**config.mk**
```make
export PLATFORM = sky130hd
export DESIGN_NAME = lcd_text_line_command_gen
export DESIGN_NICKNAME = d
export VERILOG_FILES = /design/src/hdl/ltlcg_pkg.sv /design/src/hdl/ltlcg_ctrl.sv /design/src/hdl/ltlcg_datapath.sv /design/src/hdl/lcd_text_line_command_gen.sv
export SDC_FILE = /design/constraint.sdc
export NUM_CORES = 1
export LEC_CHECK = 0
export BUFFER_PORTS_ARGS = -buffer_cell sky130_fd_sc_hd__buf_2
export CELL_PAD_IN_SITES_DETAIL_PLACEMENT = 1
export CELL_PAD_IN_SITES_GLOBAL_PLACEMENT = 2
export CORE_MARGIN = 10
export CORE_UTILIZATION = 30
export CTS_BUF_LIST = sky130_fd_sc_hd__clkbuf_8
export DETAILED_ROUTE_END_ITERATION = 8
export GPL_TIMING_DRIVEN = 0
export PLACE_DENSITY = 0.77
export SKIP_CTS_REPAIR_TIMING = 1
export SLEW_MARGIN = 20
export SYNTH_ARGS = -nofsm -noshare
export SYNTH_HDL_FRONTEND = slang
export SYNTH_SLANG_ARGS = --single-unit
```
**constraint.sdc**
```tcl
create_clock -name clk -period 2.7 [get_ports clk]
set_clock_uncertainty 0.05 [all_clocks]
set_input_delay 0.81 -clock clk [delete_from_list [all_inputs] [get_ports clk]]
set_output_delay 0.81 -clock clk [all_outputs]
set_load 0.01 [all_outputs]
```
**src/hdl/ltlcg_pkg.sv**
```systemverilog
package ltlcg_pkg;

  localparam logic [1:0] FUNC_BEGIN  = 2'd0;
  localparam logic [1:0] FUNC_CHAR   = 2'd1;
  localparam logic [1:0] FUNC_FINISH = 2'd2;
  localparam logic [1:0] FUNC_NONE   = 2'd3;

  localparam logic [7:0] CMD_FUNC_SET = 8'h30;
  localparam logic [7:0] PAD_CHAR     = 8'h20;

  typedef struct packed {
    logic [1:0] func;
    logic [7:0] row;
    logic [7:0] col;
    logic [7:0] ch;
  } in_item_t;

  typedef struct packed {
    logic       is_data;
    logic [7:0] value;
    logic       last;
  } out_item_t;

  // Commands from the controller to the datapath.
  typedef struct packed {
    logic load;
    logic emit;
  } ctl_cmd_t;

  // Status from the datapath to the controller.
  typedef struct packed {
    logic has_results;
    logic last_step;
  } dp_sts_t;

  // DDRAM base address of each display row.
  function automatic logic [7:0] row_base(input logic [1:0] r);
    logic [7:0] b;
    case (r)
      2'd0: b = 8'h80;
      2'd1: b = 8'h90;
      2'd2: b = 8'h88;
      2'd3: b = 8'h98;
      default: b = 8'h80;
    endcase
    return b;
  endfunction

endpackage

```
**src/hdl/ltlcg_ctrl.sv**
```systemverilog
module ltlcg_ctrl (
  input  logic              clk,
  input  logic              rst_n,
  input  logic              in_valid,
  output logic              in_ready,
  output logic              out_valid,
  input  logic              out_ready,
  input  ltlcg_pkg::dp_sts_t sts,
  output ltlcg_pkg::ctl_cmd_t cmd
);
  import ltlcg_pkg::*;

  localparam logic ST_IDLE = 1'b0;
  localparam logic ST_RUN  = 1'b1;

  logic state_r, state_nxt;
  logic out_valid_r, out_valid_nxt;
  logic accept, out_free;

  assign in_ready = (state_r == ST_IDLE);
  assign accept   = in_valid && in_ready;
  assign out_free = !out_valid_r || out_ready;

  assign cmd.load = accept;
  assign cmd.emit = (state_r == ST_RUN) && out_free;

  always_comb begin
    state_nxt = state_r;
    case (state_r)
      ST_IDLE: begin
        if (accept && sts.has_results) begin
          state_nxt = ST_RUN;
        end
      end
      ST_RUN: begin
        if (cmd.emit && sts.last_step) begin
          state_nxt = ST_IDLE;
        end
      end
      default: state_nxt = ST_IDLE;
    endcase
  end

  always_comb begin
    out_valid_nxt = out_valid_r;
    if (cmd.emit) begin
      out_valid_nxt = 1'b1;
    end else if (out_ready) begin
      out_valid_nxt = 1'b0;
    end
  end

  always_ff @(posedge clk) begin
    if (!rst_n) begin
      state_r     <= ST_IDLE;
      out_valid_r <= 1'b0;
    end else begin
      state_r     <= state_nxt;
      out_valid_r <= out_valid_nxt;
    end
  end

  assign out_valid = out_valid_r;

endmodule

```
**src/hdl/ltlcg_datapath.sv**
```systemverilog
module ltlcg_datapath (
  input  logic                 clk,
  input  logic                 rst_n,
  input  ltlcg_pkg::in_item_t  in_item,
  input  ltlcg_pkg::ctl_cmd_t  cmd,
  output ltlcg_pkg::dp_sts_t   sts,
  output ltlcg_pkg::out_item_t out_item
);
  import ltlcg_pkg::*;

  // Display position, updated as each request is taken.
  logic [1:0] cur_row_r, cur_row_nxt;
  logic [3:0] char_count_r, char_count_nxt;

  // Details of the request being played out.
  logic [1:0] func_r;
  logic [7:0] ch_r;
  logic [7:0] addr_r, addr_nxt;
  logic [3:0] num_r, num_nxt;
  logic [3:0] step_r;
  out_item_t  out_item_r, out_item_nxt;

  logic [3:0] cnt_inc;
  logic [1:0] row_inc;

  assign cnt_inc = char_count_r + 4'd1;
  assign row_inc = cur_row_r + 2'd1;

  always_comb begin
    cur_row_nxt    = cur_row_r;
    char_count_nxt = char_count_r;
    addr_nxt       = row_base(row_inc);
    num_nxt        = 4'd0;
    case (in_item.func)
      FUNC_BEGIN: begin
        num_nxt        = 4'd2;
        cur_row_nxt    = in_item.row[1:0];
        char_count_nxt = 4'd0;
        if (in_item.row[7:2] == 6'd0) begin
          addr_nxt = in_item.col + row_base(in_item.row[1:0]);
        end else begin
          addr_nxt = in_item.col;
        end
      end
      FUNC_CHAR: begin
        char_count_nxt = cnt_inc;
        if (cnt_inc == 4'd0) begin
          num_nxt     = 4'd3;
          cur_row_nxt = row_inc;
        end else begin
          num_nxt = 4'd1;
        end
      end
      FUNC_FINISH: begin
        // Spaces up to the end of the sixteen-character line.
        num_nxt        = 4'd0 - char_count_r;
        char_count_nxt = 4'd0;
      end
      default: begin
        num_nxt = 4'd0;
      end
    endcase
  end

  always_comb begin
    out_item_nxt.last = (step_r == num_r - 4'd1);
    case (func_r)
      FUNC_BEGIN: begin
        out_item_nxt.is_data = 1'b0;
        out_item_nxt.value   = (step_r == 4'd0) ? CMD_FUNC_SET : addr_r;
      end
      FUNC_CHAR: begin
        if (step_r == 4'd0) begin
          out_item_nxt.is_data = 1'b1;
          out_item_nxt.value   = ch_r;
        end else begin
          out_item_nxt.is_data = 1'b0;
          out_item_nxt.value   = (step_r == 4'd1) ? CMD_FUNC_SET : addr_r;
        end
      end
      default: begin
        out_item_nxt.is_data = 1'b1;
        out_item_nxt.value   = PAD_CHAR;
      end
    endcase
  end

  always_ff @(posedge clk) begin
    if (!rst_n) begin
      cur_row_r    <= 2'd0;
      char_count_r <= 4'd0;
      step_r       <= 4'd0;
    end else if (cmd.load) begin
      cur_row_r    <= cur_row_nxt;
      char_count_r <= char_count_nxt;
      step_r       <= 4'd0;
    end else if (cmd.emit) begin
      step_r <= step_r + 4'd1;
    end
  end

  always_ff @(posedge clk) begin
    if (cmd.load) begin
      func_r <= in_item.func;
      ch_r   <= in_item.ch;
      addr_r <= addr_nxt;
      num_r  <= num_nxt;
    end
    if (cmd.emit) begin
      out_item_r <= out_item_nxt;
    end
  end

  assign sts.has_results = (num_nxt != 4'd0);
  assign sts.last_step   = out_item_nxt.last;
  assign out_item        = out_item_r;

endmodule

```
**src/hdl/lcd_text_line_command_gen.sv**
```systemverilog
// Channel  Direction  Handshake              Payload
// in_      input      in_valid / in_ready    in_item   (func, row, col, ch)
// out_     output     out_valid / out_ready  out_item  (is_data, value, last)
//
// A request is taken while in_ready is high, then plays out its results at one per
// cycle into the output register unless a waiting result is held off by out_ready.
// in_ready stays low until the final result has moved into the register (0 to 15
// results; a pad of fifteen spaces is the longest). A request with no results leaves
// in_ready high. The output register lets the next request be taken while the final
// result still waits. Reset is synchronous and active low.
module lcd_text_line_command_gen (
  input  logic                 clk,
  input  logic                 rst_n,
  input  logic                 in_valid,
  output logic                 in_ready,
  input  ltlcg_pkg::in_item_t  in_item,
  output logic                 out_valid,
  input  logic                 out_ready,
  output ltlcg_pkg::out_item_t out_item
);
  import ltlcg_pkg::*;

  // The controller decides when a request is taken and when a result moves into
  // the output register; the datapath holds the display position and builds bytes.
  ctl_cmd_t cmd;
  dp_sts_t  sts;

  ltlcg_ctrl u_ctrl (
    .clk       (clk),
    .rst_n     (rst_n),
    .in_valid  (in_valid),
    .in_ready  (in_ready),
    .out_valid (out_valid),
    .out_ready (out_ready),
    .sts       (sts),
    .cmd       (cmd)
  );

  // Begin sends function set and the start address; a character sends a data write
  // and, on completing a sixteen-character line, function set and the next row
  // base; finish pads the current line with spaces.
  ltlcg_datapath u_dp (
    .clk      (clk),
    .rst_n    (rst_n),
    .in_item  (in_item),
    .cmd      (cmd),
    .sts      (sts),
    .out_item (out_item)
  );

endmodule

```
Word level (Yosys, flattened, before mapping)
Cells that the tools add are included.
{ "totals": {"regBits": 44, "latch_bits": 0, "ramBits": 0, "romBits": 0, "input_bits": 30, "out_inout_bits": 12, "elab_cells": 73, "n_memories": 0} }
{ "classes": {"add_sub_neg": 6, "n_mul": 0, "div_mod_pow": 0, "n_lt_le_gt_ge": 0, "n_eq_ne": 12, "n_shift": 0, "n_mux": 20, "bitwise_logic": 2, "n_reduce_logical": 21} }
{ "ops": {"columns": ["cell", "count"], "rows": [
  ["$pmux W8 S4", 2],
  ["$mux W8", 6],
  ["$pmux W9 S2", 1],
  ["$pmux W4 S3", 1],
  ["$eq A2 B2 Y1 const B", 5],
  ["$mux W9", 1],
  ["$add A4 B1 Y4 const B", 2],
  ["$add A8 B8 Y8", 1],
  ["$eq A2 B1 Y1 const B", 4],
  ["$logic_not A2 Y1", 4],
  ["$logic_not A4 Y1", 2],
  ["$pmux W4 S2", 1],
  ["$logic_not A6 Y1", 1],
  ["$reduce_bool A2 Y1", 3],
  ["$eq A4 B1 Y1 const B", 1],
  ["$eq A4 B4 Y1", 1],
  ["$logic_and A1 B1 Y1", 4],
  ["$mux W1", 4],
  ["$mux W2", 2],
  ["$pmux W2 S2", 1],
  ["$reduce_bool A4 Y1", 1],
  ["$reduce_or A2 Y1", 2],
  ["$sub A1 B4 Y4 const A", 1],
  ["$sub A4 B1 Y4 const B", 1],
  ["8 further kinds", 9]
]} }

Logic depth before layout (Yosys ltp)
{ "logic_depth": {"depth_word": 8, "mapped_depth": 7, "mapped_depth_nobuf": 6} }

Hierarchy
Synthesis repeated with hierarchy kept, for this count alone.
{ "unflattened": {"hier_cells": 187, "area_unflattened_um2": 2218.4} }
{ "by_module_without_submodules": {"columns": ["mod", "instances", "cells_each", "area_each_um2", "seq_area_each_um2"], "rows": [
  ["ltlcg_datapath", 1, 175, 2108.3, 1161.1],
  ["ltlcg_ctrl", 1, 12, 110.1, 40.0]
]} }

Worst setup path before layout
OpenSTA, ideal clock, no wires.
{ "synth_timing": {"kind": "input to register", "startpoint": "input in_item[17] (netlist name)", "endpoint": "register u_dp.addr_r[5] (data pin)", "arrival_time_ps": 1784, "t_required_ps": 2382, "setup_slack_ps": 598, "stages": 7, "cell_sequence": "clkbuf_1 > ha_1 > inv_1 > fa_1 > nand3b_1 > xor2_1 > nor3_1"} }
{ "synth_via": {"elab_chain_len": 7} }
{ "synth_rtl": {"columns": ["item", "line", "text"], "rows": [
  ["from (decl)", "lcd_text_line_command_gen.sv:16", "input ltlcg_pkg::in_item_t in_item,"],
  ["$eq A2 B2 Y1, or another cell as far along", "ltlcg_pkg.sv:39", "case (r)"],
  ["$pmux W8 S4 *", "ltlcg_pkg.sv:39", null],
  ["$mux W8 *", "ltlcg_datapath.sv:39", "if (in_item.row[7:2] == 6'd0) begin"],
  ["$mux W8 *", "ltlcg_datapath.sv:34", "case (in_item.func)"],
  ["$add A8 B8 Y8 *", "ltlcg_datapath.sv:40", "addr_nxt = in_item.col + row_base(in_item.row[1:0]);"],
  ["$mux W8 *", "ltlcg_datapath.sv:39", null],
  ["$mux W8 *", "ltlcg_datapath.sv:34", null],
  ["to (signal assigned)", "ltlcg_datapath.sv:106", "addr_r <= addr_nxt;"],
  ["to (decl)", "ltlcg_datapath.sv:18", "logic [7:0] addr_r, addr_nxt;"]
]} }
Every way passes the cells marked *; elsewhere a longest branch is shown, timed or not. The select of a mux whose other input is x is not followed.
A chain may end at the register's enable or synchronous reset.

Final worst setup path
{ "layout_timing": {"startpoint": "input in_item[25] (netlist name)", "endpoint": "register u_dp.cur_row_r[1]"} }
{ "layout_via": {"elab_chain_len": 3} }
{ "layout_rtl": {"columns": ["item", "line", "text"], "rows": [
  ["$eq A2 B1 Y1 / $logic_not A2 Y1 (equally long branches)", "ltlcg_datapath.sv:34", null],
  ["$ne A2 B1 Y1 (no line) / $reduce_bool A2 Y1 (equally long branches)", null, null],
  ["$reduce_and A3 Y1 (no line)", null, null],
  ["to (signal assigned)", "ltlcg_datapath.sv:94", "cur_row_r <= cur_row_nxt;"],
  ["to (decl)", "ltlcg_datapath.sv:12", "logic [1:0] cur_row_r, cur_row_nxt;"]
]} }
Parallel ways exist; a longest one is shown, timed or not.

==> impl_metrics.toml <==
[status]
outcome = "finished clean"

[global_route]
grt_max_degree = 26
busiest_layer = "met2"
overflow = 0
grt_pass1_wl_mm = 7.92
use_met1 = 0.0984
use_met3 = 0.0217
antenna_found_initial = 0
grtUsageTotal = 0.0877
grt_pass1_vias = 1661
use_met2 = 0.150

[finish]
n_antenna_cell = 0
drive_gt1_frac = 0.221
fillers = 808
fin_area_mm2 = 0.00258
area_delta_synth_final_pct = 20.6
final_nets = 282
utilization = 0.376

[synth]
synth_area_mm2 = 0.00214
ys_seq_elements = 44
synth_xor_xnor_area_share = 0.0491
synth.area.mux_share = 0.0193
async_reset_ff_frac = 0
synthAdderAreaFrac = 0.0561
yosysTopAreaCell = "edfxtp_1"
synth_top_area_share = 0.449
avgSynthCellArea_um2 = 11.0
synth-warning-count = 0
yosys.area_share.simple = 0.170
seq_area_frac_synth = 0.561
synth_most_common_cell = "edfxtp_1"
ys_top_cells_by_area = "edfxtp_1, dfxtp_1, ha_1, a21oi_1, xnor2_1"
synth_top_family_by_area = "simple AND/OR/NAND/NOR gates"
synth-main-ff-cell = "edfxtp_1"
syn_nets = 234
postSynthCellCount = 195
synth_edf_count = 32
ys_top_cells_by_count = "edfxtp_1, nor2_1, inv_1, a21oi_1, dfxtp_1"
synth_compound_area_frac = 0.107
synth_cell_types = 41

[worst_setup_path]
path_depth = 6
crit_arrival_ps = 2230
critical_path_class = "in2reg"
worst_path_max_delay_cell = "nor3b_1"
start_kind = "primary input"
reg2regPathDepth = 5
critPathRequiredTime_ps = 2830
path_buf_inv = 2
cp_top_family = "simple AND/OR/NAND/NOR gates"
endpoint_kind = "flip-flop"
path_max_fanout = 10
path_cells = "buf_2 -> buf_2 -> nor3b_1 -> o21ai_0 -> o21ai_0 -> a21oi_1"
slowest_delay_ps = 640

[die]
row_count = 30
io_pins = 42
die_area_mm2 = 0.0109
die-width_um = 104
die_h_um = 104
initial_core_util = 0.311
coreArea_mm2 = 0.00687

[power_and_ir_drop]
switchingPower_uw = 378
ir_worst_vdd_uv = 213
p_leak_nw = 0.975
seq_power_share = 0.530
share_comb_of_total_power = 0.133
powerDensity_mw_per_mm2 = 591
internal_power_mw = 1.15
switching_share = 0.248
clkPwrFrac = 0.337

[clock_tree]
cts_buffers = 5
clockRootBuffer = "clkbuf_8"
cts_tree = "done"
cts_sinks = 44
clock_latency_ps = 300
htree_levels = 2
cts_buffer_depth = 2
clk_pin_slew_ps = 80

[sta]
setup_viol_count_final = 0
setup_tns_ps = 0
period_needed_ps = 2100
slew_headroom = 0.422
rsz0062_at_grt = "no"
maxSlewViolCount = 0
hold_viol = 0
tightest_slew_ps = 866
finalCritPeriodShare = 0.777
max_freq_mhz = 477

[route]
drt-vias-per-instance = 4.59
vias = 1561
ant_nets = 0
routed_wl_mm = 4.61
drt_iter0_drc = 62
wl_per_cell_um = 13.6
drc_errors = 0
dr.pass1.iters = 4

[place]
postPlaceCellArea_mm2 = 0.00246
dp_hpwl_mm = 3.70
portBuffers = 41
place_congestion = 0.746

[hold_path]
hp-class = "reg2reg"
min_path_cells = 2

[flow_run]
cap_violations = 0
## area by class of cell
type | count | area [um2] | share of cell area
Sequential cell | 44 | 1200 | 0.466
Multi-Input combinational cell | 130 | 858 | 0.333
Timing Repair Buffer | 41 | 205 | 0.0795
Tap cell | 96 | 120 | 0.0466
Clock buffer | 5 | 68.8 | 0.0267
Inverter | 16 | 60.1 | 0.0233
Clock inverter | 3 | 46.3 | 0.0179
Buffer | 5 | 20.0 | 0.00776
## path summary, 6_finish.rpt
| path | start | slack [ps] | to |
|---|---|---|---|
| max reg2reg | u_ctrl.state_r | 670 | u_ctrl.state_r |
| min reg2reg | u_dp.cur_row_r[1] | 460 | u_dp.cur_row_r[1] |
| max | in_item[25] | 600 | u_dp.cur_row_r[1] |
| min | u_dp.cur_row_r[1] | 460 | u_dp.cur_row_r[1] |
## state kept, by name, summed over array words and instances (netlist names)
register           cells
u_ctrl.state_r         1
u_dp.ch_r              8
u_dp.step_r            4
u_dp.func_r            2
u_dp.cur_row_r         2
u_dp.num_r             4
u_dp.char_count_r      4
u_dp.out_item         10
u_dp.addr_r            8
u_ctrl.out_valid       1
## stage by stage
stage / total power [mW] / setup WS (ps) / std cells / hold WS (ps)
after floorplan: 0.951 / 598 / 195 / 412
after global placement: 1.03 / 303 / 332 / 436
after detailed placement: 1.03 / 306 / 332 / 450
after CTS: 1.55 / 605 / 340 / 462
after global routing: 1.61 / 424 / 340 / 506
final: 1.53 / 602 / 340 / 457
## logic make-up (layout without fill, tap and decap cells)
logic type	Yosys count	after routing
buf+inv	21	70
mux	4	4
fa+ha+maj	9	9
compound gates	36	36
xor+xnor	12	12
simple gates	69	69
flops	44	44
## power by group through the flow
stage                     clock network, mW  registers [mW]  logic [mW]
after floorplan                           0           0.827       0.124
after global placement                    0           0.822       0.205
after detailed placement                  0           0.825       0.208
after CTS                             0.531           0.809       0.209
after global routing                  0.559           0.815       0.234
final                                 0.514           0.808       0.203
## per-layer routing
| metal | wire (um) | vias to the layer above | share of wire |
|---|---|---|---|
| li1 | - | 798 | - |
| met4 | 87 | 0 | 0.019 |
| met1 | 1970 | 730 | 0.43 |
| met3 | 197 | 7 | 0.043 |
| met2 | 2360 | 26 | 0.51 |
| met5 | 0 | - | 0 |
## worst register-to-register path, stage by stage (launching register included)
cell and delay [ps]:
dfxtp_1 300, clkbuf_1 160, nand2b_1 310, inv_1 700, o311ai_0 290, o211ai_1 140
## cell usage in the layout (no fill, tap or decap), types with 3 or more instances in the layout
cell,n
nor2b_1,4
xor2_1,4
nand4b_1,4
nor3_1,8
a31oi_1,3
inv_1,16
clkbuf_8,5
and2_1,3
ha_1,8
buf_2,42
dfxtp_1,12
a21oi_1,14
xnor2_1,8
nand3_1,7
nand2_1,11
nand2b_1,4
nor4_1,3
o21ai_0,4
clkbuf_1,4
nor2_1,17
mux2i_1,3
a22oi_1,6
edfxtp_1,32
Note: power is estimated with default switching activity, not from simulation.
